**src/rtl/core/ewtt_pkg.sv**
```systemverilog
// Shared types and constants for the encoder wheel threshold tracker.
// Used by ewtt_track, ewtt_scale and encoder_wheel_threshold_tracker_unit.
package ewtt_pkg;

	localparam int PosW      = 24;   // position counter width
	localparam int ThrW      = 16;   // threshold register width
	localparam int CntW      = 24;   // relative_counts port width
	localparam int DispW     = 30;   // displacement_centideg port width
	localparam int CfgIdxW   = 2;
	localparam int CfgDataW  = 16;

	localparam int ScaleK    = 4500;
	localparam int ScaleW    = 13;
	localparam int RoundK    = 64;
	localparam int ShiftK    = 7;
	localparam int ProdW     = PosW + ScaleW;
	localparam int ScW       = ProdW - ShiftK;
	localparam int DispWideW = (ScW > DispW) ? ScW : DispW;
	localparam int CntWideW  = (PosW > CntW) ? PosW : CntW;

	// request opcodes
	localparam logic [1:0] OP_SAMPLE = 2'd0;
	localparam logic [1:0] OP_REARM  = 2'd1;
	localparam logic [1:0] OP_READ   = 2'd2;

	// side / direction codes
	localparam logic [1:0] SIDE_NONE  = 2'd0;
	localparam logic [1:0] SIDE_RIGHT = 2'd1;
	localparam logic [1:0] SIDE_LEFT  = 2'd2;

	// configuration register indexes
	localparam logic [CfgIdxW-1:0] CFG_EASY    = 2'd0;
	localparam logic [CfgIdxW-1:0] CFG_NORMAL  = 2'd1;
	localparam logic [CfgIdxW-1:0] CFG_REVERSE = 2'd2;

	typedef struct packed {
		logic [ThrW-1:0] easy;
		logic [ThrW-1:0] normal;
		logic            reverse;
	} ewtt_cfg_t;

	typedef struct packed {
		logic [PosW-1:0] counts;
		logic            reached;
		logic            missed;
	} ewtt_item_t;

endpackage

```
**src/rtl/core/ewtt_track.sv**
```systemverilog
// Trial state of the tracker: position counter, trial start, flags.
// Applies one request per accepted cycle and registers counts and flags.
// Depends on ewtt_pkg.
module ewtt_track (
	input  logic               clk,
	input  logic               arst_n,
	input  ewtt_pkg::ewtt_cfg_t cfg,
	input  logic               in_valid,
	output logic               in_ready,
	input  logic [1:0]         op,
	input  logic               pin_a,
	input  logic               pin_b,
	input  logic               easy_select,
	input  logic [1:0]         side,
	output logic               s1_valid,
	input  logic               s1_ready,
	output ewtt_pkg::ewtt_item_t item_s1
);
	import ewtt_pkg::*;

	logic [PosW-1:0]        pos_q, start_q, pos_nx, start_nx, diff;
	logic                   prev_a_q, prev_a_nx;
	logic [1:0]             dir_q, dir_nx;
	logic [ThrW-1:0]        thr_q, thr_nx;
	logic                   reached_q, missed_q, reached_nx, missed_nx;
	logic                   rep_reached, rep_missed;
	logic signed [PosW:0]   cnt_x, thr_x;
	logic                   ge, le;
	logic                   valid_s1;
	logic                   accept;

	assign in_ready = !valid_s1 || s1_ready;
	assign accept   = in_valid && in_ready;
	assign s1_valid = valid_s1;

	always_comb begin
		pos_nx    = pos_q;
		start_nx  = start_q;
		prev_a_nx = prev_a_q;
		dir_nx    = dir_q;
		thr_nx    = thr_q;
		reached_nx = reached_q;
		missed_nx  = missed_q;
		rep_reached = reached_q;
		rep_missed  = (dir_q != SIDE_NONE) && missed_q;

		if (op == OP_SAMPLE) begin
			if (pin_a && !prev_a_q)
				pos_nx = pin_b ? pos_q - PosW'(1) : pos_q + PosW'(1);
			prev_a_nx = pin_a;
		end
		if (op == OP_REARM)
			start_nx = pos_q;

		diff  = pos_nx - start_nx;
		cnt_x = (PosW+1)'(signed'(diff));
		thr_x = signed'({{(PosW+1-ThrW){1'b0}}, thr_q});
		ge    = cnt_x >= thr_x;
		le    = cnt_x <= -thr_x;

		case (op)
			OP_SAMPLE: begin
				case (dir_q)
					SIDE_RIGHT: begin
						if (ge) reached_nx = 1'b1;
						if (le) missed_nx  = 1'b1;
					end
					SIDE_LEFT: begin
						if (le) reached_nx = 1'b1;
						if (ge) missed_nx  = 1'b1;
					end
					default: begin
						if (ge || le) reached_nx = 1'b1;
					end
				endcase
				rep_reached = reached_nx;
				rep_missed  = (dir_q != SIDE_NONE) && missed_nx;
			end
			OP_REARM: begin
				// side code three counts as no side; reverse swaps left and right
				case (side)
					SIDE_RIGHT: dir_nx = cfg.reverse ? SIDE_LEFT : SIDE_RIGHT;
					SIDE_LEFT:  dir_nx = cfg.reverse ? SIDE_RIGHT : SIDE_LEFT;
					default:    dir_nx = SIDE_NONE;
				endcase
				thr_nx      = easy_select ? cfg.easy : cfg.normal;
				reached_nx  = 1'b0;
				missed_nx   = 1'b0;
				rep_reached = 1'b0;
				rep_missed  = 1'b0;
			end
			OP_READ: begin
				reached_nx = 1'b0;
				missed_nx  = 1'b0;
			end
			default: begin
				// unused opcode: report only
			end
		endcase
	end

	always_ff @(posedge clk or negedge arst_n) begin
		if (!arst_n) begin
			pos_q     <= '0;
			start_q   <= '0;
			prev_a_q  <= 1'b0;
			dir_q     <= SIDE_NONE;
			thr_q     <= '0;
			reached_q <= 1'b0;
			missed_q  <= 1'b0;
			valid_s1  <= 1'b0;
		end else begin
			if (accept) begin
				pos_q     <= pos_nx;
				start_q   <= start_nx;
				prev_a_q  <= prev_a_nx;
				dir_q     <= dir_nx;
				thr_q     <= thr_nx;
				reached_q <= reached_nx;
				missed_q  <= missed_nx;
			end
			if (in_ready)
				valid_s1 <= in_valid;
		end
	end

	always_ff @(posedge clk) begin
		if (accept) begin
			item_s1.counts  <= diff;
			item_s1.reached <= rep_reached;
			item_s1.missed  <= rep_missed;
		end
	end

	a_rearm_clears: assert property (@(posedge clk) disable iff (!arst_n)
		accept && op == OP_REARM |=> !reached_q && !missed_q && !item_s1.reached
			&& !item_s1.missed && item_s1.counts == '0)
		else $error("rearm did not clear flags and counts");

	a_read_clears: assert property (@(posedge clk) disable iff (!arst_n)
		accept && op == OP_READ |=> !reached_q && !missed_q)
		else $error("read did not clear held flags");

	a_no_side_no_miss: assert property (@(posedge clk) disable iff (!arst_n)
		accept && op != OP_REARM && dir_q == SIDE_NONE |=> !item_s1.missed)
		else $error("missed reported with no side set");

	a_s1_hold: assert property (@(posedge clk) disable iff (!arst_n)
		valid_s1 && !s1_ready |=> valid_s1 && $stable(item_s1))
		else $error("stage one lost or changed a pending request");

endmodule

```
**src/rtl/core/ewtt_scale.sv**
```systemverilog
// Output stage: converts relative counts to centidegrees and holds the result.
// One constant multiply, rounding shift and sign restore. Depends on ewtt_pkg.
module ewtt_scale (
	input  logic                       clk,
	input  logic                       arst_n,
	input  logic                       reverse,
	input  logic                       s1_valid,
	output logic                       s1_ready,
	input  ewtt_pkg::ewtt_item_t       item_s1,
	output logic                       out_valid,
	input  logic                       out_ready,
	output logic [ewtt_pkg::CntW-1:0]  relative_counts,
	output logic [ewtt_pkg::DispW-1:0] displacement_centideg,
	output logic                       reached,
	output logic                       missed
);
	import ewtt_pkg::*;

	logic                       valid_q;
	logic                       neg, flip;
	logic [PosW-1:0]            mag;
	logic [ProdW-1:0]           prod;
	logic [DispWideW-1:0]       sc_w, disp_w;
	logic signed [CntWideW-1:0] cnt_w;
	logic                       load;

	assign s1_ready  = !valid_q || out_ready;
	assign load      = s1_valid && s1_ready;
	assign out_valid = valid_q;

	always_comb begin
		neg    = item_s1.counts[PosW-1];
		mag    = neg ? -item_s1.counts : item_s1.counts;
		prod   = ProdW'(mag) * ProdW'(ScaleK) + ProdW'(RoundK);
		sc_w   = DispWideW'(prod[ProdW-1:ShiftK]);
		flip   = neg ^ reverse;
		disp_w = flip ? -sc_w : sc_w;
		cnt_w  = CntWideW'(signed'(item_s1.counts));
	end

	always_ff @(posedge clk or negedge arst_n) begin
		if (!arst_n)
			valid_q <= 1'b0;
		else if (s1_ready)
			valid_q <= s1_valid;
	end

	always_ff @(posedge clk) begin
		if (load) begin
			relative_counts       <= cnt_w[CntW-1:0];
			displacement_centideg <= disp_w[DispW-1:0];
			reached               <= item_s1.reached;
			missed                <= item_s1.missed;
		end
	end

	a_load_shows: assert property (@(posedge clk) disable iff (!arst_n)
		load |=> valid_q)
		else $error("loaded result not presented");

	a_zero_disp: assert property (@(posedge clk) disable iff (!arst_n)
		valid_q && relative_counts == '0 |-> displacement_centideg == '0)
		else $error("nonzero displacement for zero counts");

	a_sign_match: assert property (@(posedge clk) disable iff (!arst_n)
		load && !reverse && !item_s1.counts[PosW-1] |=> !displacement_centideg[DispW-1])
		else $error("displacement sign disagrees with counts");

endmodule

```
**src/rtl/core/encoder_wheel_threshold_tracker_unit.sv**
```systemverilog
// Encoder wheel threshold tracker, top level.
// Instantiates ewtt_track and ewtt_scale; depends on ewtt_pkg.
//
// Requests enter on the in_valid/in_ready channel: op selects a pin sample,
// a rearm of the trial or a read-and-clear of the reached/missed flags.
// Every request yields exactly one result on out_valid/out_ready carrying
// relative_counts, displacement_centideg and the reported flags.
// A request goes from acceptance through the stage and output registers to
// out_valid. Throughput is one request per cycle while out_ready is high:
// trial state updates in the accept cycle, the stage register feeds the output
// stage, whose constant multiply by 4500 sits between those two registers.
// When the receiver holds out_ready low the result register holds, the
// stage register fills, and then in_ready drops; it rises again in the
// cycle the receiver takes a result.
// The user must write the threshold and reverse registers through cfg_we/cfg_index/
// cfg_data only while no request is in flight, which the block does not enforce; unused indexes are ignored.
// Reset clears position, trial start, direction, threshold, flags, the
// registers and both valid stages; the block takes requests right away.
module encoder_wheel_threshold_tracker_unit (
	input  logic                          clk,
	input  logic                          arst_n,
	input  logic                          cfg_we,
	input  logic [ewtt_pkg::CfgIdxW-1:0]  cfg_index,
	input  logic [ewtt_pkg::CfgDataW-1:0] cfg_data,
	input  logic                          in_valid,
	output logic                          in_ready,
	input  logic [1:0]                    op,
	input  logic                          pin_a,
	input  logic                          pin_b,
	input  logic                          easy_select,
	input  logic [1:0]                    side,
	output logic                          out_valid,
	input  logic                          out_ready,
	output logic [ewtt_pkg::CntW-1:0]     relative_counts,
	output logic [ewtt_pkg::DispW-1:0]    displacement_centideg,
	output logic                          reached,
	output logic                          missed
);
	import ewtt_pkg::*;

	ewtt_cfg_t  cfg_q;
	ewtt_item_t item_s1;
	logic       s1_valid, s1_ready;

	always_ff @(posedge clk or negedge arst_n) begin
		if (!arst_n) begin
			cfg_q <= '0;
		end else if (cfg_we) begin
			case (cfg_index)
				CFG_EASY:    cfg_q.easy    <= cfg_data[ThrW-1:0];
				CFG_NORMAL:  cfg_q.normal  <= cfg_data[ThrW-1:0];
				CFG_REVERSE: cfg_q.reverse <= cfg_data[0];
				default: begin
					// unused index: drop the write
				end
			endcase
		end
	end

	ewtt_track u_track (
		.clk         (clk),
		.arst_n      (arst_n),
		.cfg         (cfg_q),
		.in_valid    (in_valid),
		.in_ready    (in_ready),
		.op          (op),
		.pin_a       (pin_a),
		.pin_b       (pin_b),
		.easy_select (easy_select),
		.side        (side),
		.s1_valid    (s1_valid),
		.s1_ready    (s1_ready),
		.item_s1     (item_s1)
	);

	ewtt_scale u_scale (
		.clk                   (clk),
		.arst_n                (arst_n),
		.reverse               (cfg_q.reverse),
		.s1_valid              (s1_valid),
		.s1_ready              (s1_ready),
		.item_s1               (item_s1),
		.out_valid             (out_valid),
		.out_ready             (out_ready),
		.relative_counts       (relative_counts),
		.displacement_centideg (displacement_centideg),
		.reached               (reached),
		.missed                (missed)
	);

endmodule

```
**config.mk**
```make
export PLATFORM = sky130hd
export DESIGN_NAME = encoder_wheel_threshold_tracker_unit
export DESIGN_NICKNAME = d
export VERILOG_FILES = /design/src/rtl/core/ewtt_pkg.sv /design/src/rtl/core/ewtt_track.sv /design/src/rtl/core/ewtt_scale.sv /design/src/rtl/core/encoder_wheel_threshold_tracker_unit.sv
export SDC_FILE = /design/constraint.sdc
export NUM_CORES = 1
export LEC_CHECK = 0
export BUFFER_PORTS_ARGS = -buffer_cell sky130_fd_sc_hd__buf_2
export CAP_MARGIN = 20
export CELL_PAD_IN_SITES_DETAIL_PLACEMENT = 1
export CELL_PAD_IN_SITES_GLOBAL_PLACEMENT = 2
export CORE_UTILIZATION = 44
export DETAILED_ROUTE_END_ITERATION = 10
export MAX_ROUTING_LAYER = met4
export PLACE_DENSITY = 0.95
export SETUP_SLACK_MARGIN = 0.5
export SLEW_MARGIN = 20
export SYNTH_ARGS = -nofsm -noshare
export SYNTH_HDL_FRONTEND = slang
export SYNTH_SLANG_ARGS = --single-unit
export TNS_END_PERCENT = 1
```
**constraint.sdc**
```tcl
create_clock -name clk -period 12.6 [get_ports clk]
set_input_delay 1.89 -clock clk [delete_from_list [all_inputs] [get_ports clk]]
set_output_delay 1.89 -clock clk [all_outputs]
set_load 0.05 [all_outputs]
```
Yosys cells after proc, flatten, opt, wreduce, memory -nomap -nowiden --
Cells that the tools add are included.
Storage, ports and cells: register bits after elaboration 186, input bits 30, output and inout port bits 58, logic and storage cells 82
Cells by class: add/sub/neg operators 7, $mul 1, $lt $le $gt $ge 2, equality and inequality tests 8, multiplexer cells 22, bitwise operators 1, reduce and logical (&&, ||, !) cells 22
Operator list (number):
- 24-bit two-way mux | 5
- 37-bit by 7-bit adder with 37-bit output, second input constant | 1
- 24-bit by 11-bit multiplier with 35-bit output, second input constant | 1
- 30-bit two-way mux | 1
- 30-bit negator | 1
- 24-bit by 25-bit <= comparator with 1-bit output | 1
- 16-bit negator with 25-bit output | 1
- 24-bit by 1-bit adder with 24-bit output, second input constant | 1
- 24-bit by 17-bit >= comparator with 1-bit output | 1
- 24-bit negator | 1
- 24-bit by 1-bit subtractor with 24-bit output, second input constant | 1
- 24-bit subtractor | 1
- 16-bit two-way mux | 1
- 1-bit one-hot mux with 2 select lines | 6
- 2-bit AND reduction | 6
- 2-bit by 1-bit equality test with 1-bit output, second input constant | 4
- 2-bit equality test, second input constant | 4
- 1-bit two-way mux | 6
- 1-bit logical AND | 5
- 2-bit zero test | 2
- 2-bit two-way mux | 2
- 2-bit one-hot mux with 2 select lines | 1
- 2-bit nonzero test | 2
- 1-bit zero test | 3
- other kinds (3) | 5

Logic depth before layout (Yosys ltp) --
Gate-level depths: netlist of the first run.
word-level depth 11, gate-level depth with buffers 31

Modules after synthesis --
From an unflattened synthesis of the first run, not the netlist that was laid out.
Second synthesis, totals: cell total of the unflattened synthesis 1896, area total of the unflattened synthesis 17641.9 µm²
By module, submodules not included:
- ewtt_scale | times used 1, cells each 930, area each 8491.9 µm², seq. area each 1706.6 µm²
- ewtt_track | times used 1, cells each 895, area each 7896.3 µm², seq. area each 2532.4 µm²
- encoder_wheel_threshold_tracker_unit | times used 1, cells each 71, area each 1253.7 µm², seq. area each 825.8 µm²

Worst setup path before layout of the first run --
OpenSTA, ideal clock, no wires.
path kind register to register, from reg u_track.item_s1[7] (netlist name), to reg u_scale.displacement_centideg[25] (netlist bit), data pin, data arrival time 8137 ps, path slack 4199 ps, cell stages (with the launch flop) 28, path buffers 1, cell sequence edfxtp_1 -> or4_1 -> or3_1 -> nand2b_1 -> or4_1 -> o31ai_1 -> xnor2_1 -> ha_1 -> ha_1 -> fa_1 -> fa_1 -> inv_1 -> fa_1 -> inv_1 -> ha_1 -> clkbuf_1 -> and2_1 -> o211ai_1 -> a21oi_1 -> mux2_2 -> and2_1 -> or4b_1 -> or4_1 -> mux2i_1 -> nor4b_2 -> mux2i_1 -> o21ai_2 -> xnor2_1
On the way: cells in the longest elaborated chain, start to end 6
RTL lines:
- 24-bit negator | line ewtt_scale.sv:33 | mag = neg ? -item_s1.counts : item_s1.counts;
- 24-bit two-way mux (*) | line ewtt_scale.sv:33
- 24-bit by 11-bit multiplier with 35-bit output (*) | line ewtt_scale.sv:34 | prod = ProdW'(mag) * ProdW'(ScaleK) + ProdW'(RoundK);
- 37-bit by 7-bit adder with 37-bit output (*) | line ewtt_scale.sv:34
- 30-bit negator | line ewtt_scale.sv:37 | disp_w = flip ? -sc_w : sc_w;
- 30-bit two-way mux (*) | line ewtt_scale.sv:37
- via u_scale.disp_w[25] | line ewtt_scale.sv:23 | logic [DispWideW-1:0] sc_w, disp_w;
- to (signal assigned) | line ewtt_scale.sv:51 | displacement_centideg <= disp_w[DispW-1:0];
- to (decl) | line ewtt_scale.sv:13 | output logic [ewtt_pkg::DispW-1:0] displacement_centideg,
The timed path passes the listed nets; every way through them passes the cells marked *. A chain may end at the register's enable or synchronous reset.

Worst setup path after layout of the first run --
from reg u_track.item_s1[7] (netlist name), to reg u_scale.displacement_centideg[26] (netlist bit), data pin
On the way: cells in the longest elaborated chain, start to end 6
RTL lines (line):
- 24-bit negator | ewtt_scale.sv:33
- 24-bit two-way mux (*) | ewtt_scale.sv:33
- 24-bit by 11-bit multiplier with 35-bit output (*) | ewtt_scale.sv:34
- 37-bit by 7-bit adder with 37-bit output (*) | ewtt_scale.sv:34
- 30-bit negator | ewtt_scale.sv:37
- 30-bit two-way mux (*) | ewtt_scale.sv:37
- via u_scale.disp_w[26] | ewtt_scale.sv:23
Marked as above.

==> results.json, run 1 <==
{
  "r2r_start": "u_track.item_s1[7]",
  "cts_buffer_depth": 2,
  "cts_root_buffer": "clkbuf_16",
  "synthXorXnorAreaFrac": 0.0828,
  "setup_viol": 0,
  "cts.htree.levels": 4,
  "drive_gt1_frac": 0.110,
  "yosys_warnings": 0,
  "firstDrtPassIters": 4,
  "ys_ff_latch": 186,
  "holdCritPathClass": "reg -> reg",
  "period_minus_slack_ns": 9.23,
  "syn_to_final_growth_pct": 9.20,
  "hold_end": "u_track.start_q[6]",
  "synthFlopType": "dfrtp_1",
  "grt_pass1_wl_um": 73300,
  "grt_max_degree": 60,
  "hold_violations": 0,
  "nFillCells": 4465,
  "fmaxAchievable_ghz": 0.108,
  "min_from": "u_track.start_q[6]",
  "rr_endpoint": "u_scale.displacement_centideg[26]",
  "critPathArrivalTime_ns": 9.45,
  "worstSetupEndpointType": "flip-flop",
  "synth_top_area_cell": "ha_1",
  "antenna_found_initial": 2,
  "cap_viol_max_count": 0,
  "netlist-cell-type-count": 81,
  "place.gp.congestion": 0.843,
  "fin_nets": 2206,
  "path_class": "reg -> reg",
  "path_clk_slew_ns": 0.08,
  "hpwl_um": 34900,
  "grt_use_total": 0.232,
  "synthAdderAreaFrac": 0.232,
  "portBuffers": 87,
  "synth.top_cell.area_share": 0.164,
  "dieArea_sq_um": 40100,
  "required_ns": 12.82,
  "cts_tree": "done",
  "tns_ns": 0,
  "synth-edff-count": 82,
  "clk_latency_ns": 0.48,
  "synth_top_family_by_area": "adder cells",
  "synthSimpleGateAreaFrac": 0.147,
  "finalClockSkew_ns": 0.0188,
  "synth_fp_nets": 2139,
  "syn_inst": 1824,
  "netlist_area_sq_um": 17300,
  "viasPerCell": 5.53,
  "yosysSeqAreaShare": 0.293,
  "drt-total-wl_um": 43900,
  "avgSynthCellArea_sq_um": 9.48,
  "yosys-top-cells-count": "ha_1 (226), inv_1 (172), nand2_1 (164)",
  "via_count": 13400,
  "dieWidth_um": 200,
  "n_antenna_cell": 0,
  "worst_setup_path_start_kind": "flip-flop",
  "synth_compound_area_frac": 0.140,
  "cts_setup_buffers": 0,
  "worstPathMaxFanout": 10,
  "synth_most_common_cell": "ha_1",
  "core-area_sq_um": 38700,
  "placementRows": 72,
  "grt_overflow": 0,
  "post_cts.resized_instances": 0,
  "r2r_slack_ns": 3.37,
  "grt_pass1_vias": 14600,
  "reg2reg_depth": 25,
  "initial_core_util": 0.446,
  "cts_sinks": 186,
  "hold_buffers": 0,
  "cts_made_buffers": 17,
  "synthArstFlopShare": 0.559,
  "hold_depth": 2,
  "synthMuxAreaShare": 0.0564,
  "first_iter_violations": 440,
  "worst_pin_slew_ns": 0.950,
  "ios": 88,
  "drv_slew": 0,
  "grt_setup_unrepaired": "false",
  "fin_crit_sh": 0.732,
  "synth_area_leaders": "ha_1 (16%), dfrtp_1 (15%), edfxtp_1 (14%)",
  "status": "complete, no violations",
  "routedWlPerCell_um": 18.1,
  "slew-limit-headroom": 0.366,
  "ant_nets": 0,
  "drcViolationCount": 0,
  "die_y_um": 200
}
==> cells by family after synthesis <==
family	after synthesis
AO/OA/AOI/OAI	370
XOR/XNOR	161
adder cells (fa/ha/maj)	285
buffers and inverters	223
flip-flops	186
multiplexers	92
AND/OR/NAND/NOR	507
==> stage by stage <==
| step | utilization | cell area, sq um | std cells | worst slack, ns | hold slack (ns) |
|---|---|---|---|---|---|
| 3_5_place_dp | 0.472 | 18300 | 2390 | 3.42 | 0.469 |
| 3_3_place_gp | 0.472 | 18300 | 2390 | 3.63 | 0.462 |
| 4_1_cts | 0.487 | 18900 | 2422 | 3.39 | 0.487 |
| 2_1_floorplan | - | 17300 | 1824 | 4.20 | 0.400 |
| 5_1_grt | 0.487 | 18900 | 2422 | 2.75 | 0.506 |
| 6_report | 0.487 | 18900 | 2422 | 3.37 | 0.481 |
==> cell type report <==
cell class                      instances  area [sq um]  area share
Clock buffer                           17           425      0.0225
Clock inverter                         15           168     0.00888
Inverter                              173           649      0.0344
Multi-Input combinational cell       1415         11400       0.604
Sequential cell                       186          5060       0.268
Tap cell                              518           648      0.0343
Timing Repair Buffer                   98           520      0.0276
==> layout by cell type, fill, tap and decap left out, types with 42 or more instances in the layout <==
cell / synthesis / layout
fa_1: 59 / 59
a21o_1: 46 / 46
inv_1: 172 / 172
mux2_2: 44 / 44
xnor2_1: 121 / 120
buf_2: 1 / 86
nor3_1: 42 / 42
nor2_1: 95 / 95
ha_1: 226 / 226
dfrtp_1: 104 / 104
nand2_1: 164 / 163
a21oi_1: 74 / 74
mux2i_1: 48 / 48
edfxtp_1: 82 / 82
o21ai_0: 109 / 109
==> worst max-delay path, stage by stage (launching register included) <==
cell and delay [ns]:
edfxtp_1 0.47, or4_1 0.55, or3_1 0.37, nand2b_1 0.20
or4_1 0.46, o31ai_1 0.26, xnor2_1 0.36, ha_1 0.35
ha_1 0.32, fa_1 0.51, fa_1 0.54, inv_1 0.05
fa_1 0.53, inv_1 0.04, ha_1 0.46, and2_1 0.25
o211ai_1 0.10, a21oi_1 0.16, mux2_2 0.37, and2_1 0.18
or4b_1 0.61, or4b_1 0.54, a22oi_1 0.27, nor4b_1 0.67
a21oi_1 0.17, xnor2_1 0.17
==> sequential cells by signal (all words and copies together) (netlist names) <==
signal,flops
u_track.prev_a_q,1
u_track.pos_q,24
u_scale.displacement_centideg,30
u_scale.out_valid,1
u_track.dir_q,2
cfg_q,33
u_scale.missed,1
u_track.item_s1,26
u_track.reached_q,1
u_track.missed_q,1
u_track.s1_valid,1
u_scale.reached,1
u_scale.relative_counts,24
u_track.start_q,24
u_track.thr_q,16
==> metal layers <==
layer  wire [um]  global-route usage  part of all wire  vias to the layer above
met3         919              0.0270             0.021                       60
met5           0                   -                 0                        -
met2       22500               0.415              0.51                      143
met1       19100               0.264              0.44                     6603
li1            -                   -                 -                     6591
met4        1300              0.0907             0.030                        0
==> worst max path at each step <==
stage	slack [ns]	from	endpoint	cells past startpoint
after global placement	3.63	u_track.item_s1[7]	u_scale.displacement_centideg[25]	27
after detailed placement	3.42	u_track.item_s1[7]	u_scale.displacement_centideg[25]	26
after CTS	3.39	u_track.item_s1[6]	u_scale.displacement_centideg[25]	27
after global routing	2.75	u_track.item_s1[6]	u_scale.displacement_centideg[26]	26
final	3.37	u_track.item_s1[7]	u_scale.displacement_centideg[26]	25
after floorplan	4.20	u_track.item_s1[7]	u_scale.displacement_centideg[25]	27
Power of run 1 is not shown: default switching activity piles up to over one toggle a cycle in this logic, so the estimate is an artifact.
==> run 2: changes to the inputs <==
Settings changed: CORE_UTILIZATION 44 to 37, PLACE_DENSITY 0.95 to 0.86.
Clock period 12.6 ns to 7.8 ns, I/O delays scaled along.
==> results.json, run 2 (same netlist as run 1, synthesis figures left out) <==
{
  "cts_tree": "done",
  "drv_slew": 0,
  "fmaxAchievable_ghz": 0.125,
  "critPathArrivalTime_ns": 8.25,
  "dieWidth_um": 218,
  "place.gp.congestion": 0.881,
  "drcViolationCount": 0,
  "worstSetupEndpointType": "flip-flop",
  "placed_area_sq_um": 19700,
  "drive_gt1_frac": 0.228,
  "hpwl_um": 37700,
  "final_common_cell": "ha_1",
  "firstDrtPassIters": 5,
  "grt_setup_unrepaired": "true",
  "worst_setup_path_start_kind": "flip-flop",
  "n_antenna_cell": 0,
  "cts_buffer_depth": 2,
  "status": "finished with violations",
  "cts_made_buffers": 17,
  "grt_overflow": 0,
  "ios": 88,
  "worstPathMaxFanout": 4,
  "grt_max_degree": 68,
  "fin_nets": 2380,
  "initial_core_util": 0.378,
  "violations": "negative setup slack",
  "hold_violations": 0,
  "path_class": "reg -> reg",
  "final_util": 0.459,
  "cts_sinks": 186,
  "slew-limit-headroom": 0.392,
  "setup_viol": 7,
  "syn_to_final_growth_pct": 21.5,
  "worst_pin_slew_ns": 0.912,
  "fin_area_sq_um": 21000,
  "cts.htree.levels": 4,
  "ant_nets": 0,
  "cts_root_buffer": "clkbuf_16",
  "clk_latency_ns": 0.51,
  "dieArea_sq_um": 47600,
  "die_y_um": 218,
  "core-area_sq_um": 45800,
  "antenna_found_initial": 0,
  "fin_crit_sh": 1.02,
  "layout_setup_ws_ns": -0.188,
  "portBuffers": 87,
  "first_iter_violations": 536,
  "drt-total-wl_um": 48000,
  "top_regs": "cfg_q (33), u_scale.displacement_centideg (30), u_track.item_s1 (26)",
  "path_clk_slew_ns": 0.08,
  "tns_ns": -0.811,
  "placementRows": 78,
  "viasPerCell": 5.27,
  "via_count": 14100,
  "hold_buffers": 0,
  "grt_pass1_wl_um": 78300,
  "routedWlPerCell_um": 17.9,
  "grt_pass1_vias": 15200,
  "required_ns": 8.06,
  "finalClockSkew_ns": 0.0173,
  "holdCritPathClass": "reg -> reg",
  "regMostFlops": "cfg_q",
  "largest_reg_flops": 33,
  "grt_use_total": 0.215,
  "period_minus_slack_ns": 7.99,
  "mostFrequentLayoutCells": "ha_1 (211), buf_4 (183), inv_1 (169)",
  "cap_viol_max_count": 0
}
run 2: cell types whose count changed in the layout (fill, tap and decap cells not counted), sizes merged:
cell,before,now
clkbuf,17,19
clkinv,4,2
inv,184,181
bufinv,0,2
buf,98,272
clkinvlp,0,1
run 2: critical path, stage by stage, from the launching register on:
cell	delay (ns)
edfxtp_1	0.40
or4_4	0.55
or3_4	0.39
nand2b_4	0.15
or4_4	0.58
or3_4	0.40
nand2_4	0.10
xnor2_4	0.15
ha_4	0.24
fa_1	0.48
fa_1	0.51
inv_1	0.05
fa_1	0.49
inv_2	0.04
ha_4	0.22
a21o_1	0.19
buf_4	0.14
a21oi_1	0.19
nand3b_1	0.10
mux2_4	0.29
and2_4	0.14
or4b_4	0.50
or4b_4	0.53
a22oi_2	0.19
nor4b_4	0.28
mux2i_1	0.25
o21ai_2	0.08
xnor2_1	0.12
run 2: cell type report:
| cell class | instances | area, sq um |
|---|---|---|
| timing repair buffer | 272 | 1840 |
| clock inverter | 13 | 170 |
| tap | 600 | 751 |
| clock buffer | 19 | 464 |
| multi-input combinational | 1415 | 12100 |
| inverter | 173 | 649 |
| fill | 5233 | 24800 |
| sequential | 186 | 5060 |
run 2: metal layers:
layer  track usage  wire [um]  vias up  part of all wire
met5             -          0        -                 0
met4        0.0713       1250        0             0.026
met3        0.0356       1120       67             0.023
met2         0.381      25000      160              0.52
met1         0.243      20700     6949              0.43
li1              -          -     6924                 -
run 2: worst paths after layout:
kind | cells after the start | end | startpoint | slack (ns)
min reg2reg | 2 | u_track.start_q[13] | u_track.start_q[13] | 0.49
max | 27 | u_scale.displacement_centideg[25] | u_track.item_s1[7] | -0.19
min | 2 | u_track.start_q[13] | u_track.start_q[13] | 0.49
min in group asynchronous | 1 | cfg_q[22] | arst_n | 0.63
max reg2reg | 27 | u_scale.displacement_centideg[25] | u_track.item_s1[7] | -0.19
max in group asynchronous | 2 | u_track.s1_valid | arst_n | 5.88
run 2: metrics by stage:
step | setup slack, ns | hold WS [ns] | std cells
finish | -0.188 | 0.488 | 2678
global route | -0.500 | 0.518 | 2678
CTS | -0.363 | 0.489 | 2672
detailed placement | -0.523 | 0.472 | 2628
global placement | -0.165 | 0.460 | 2628
floorplan | -0.0646 | 0.400 | 1824
run 2: repair_timing:
action                                  CTS  global route
setup buffers                            12             6
endpoints found under the setup margin   15            21
pin swaps                                35            41
gates resized for setup                  38            52
Power of run 2 is left out for the same reason.
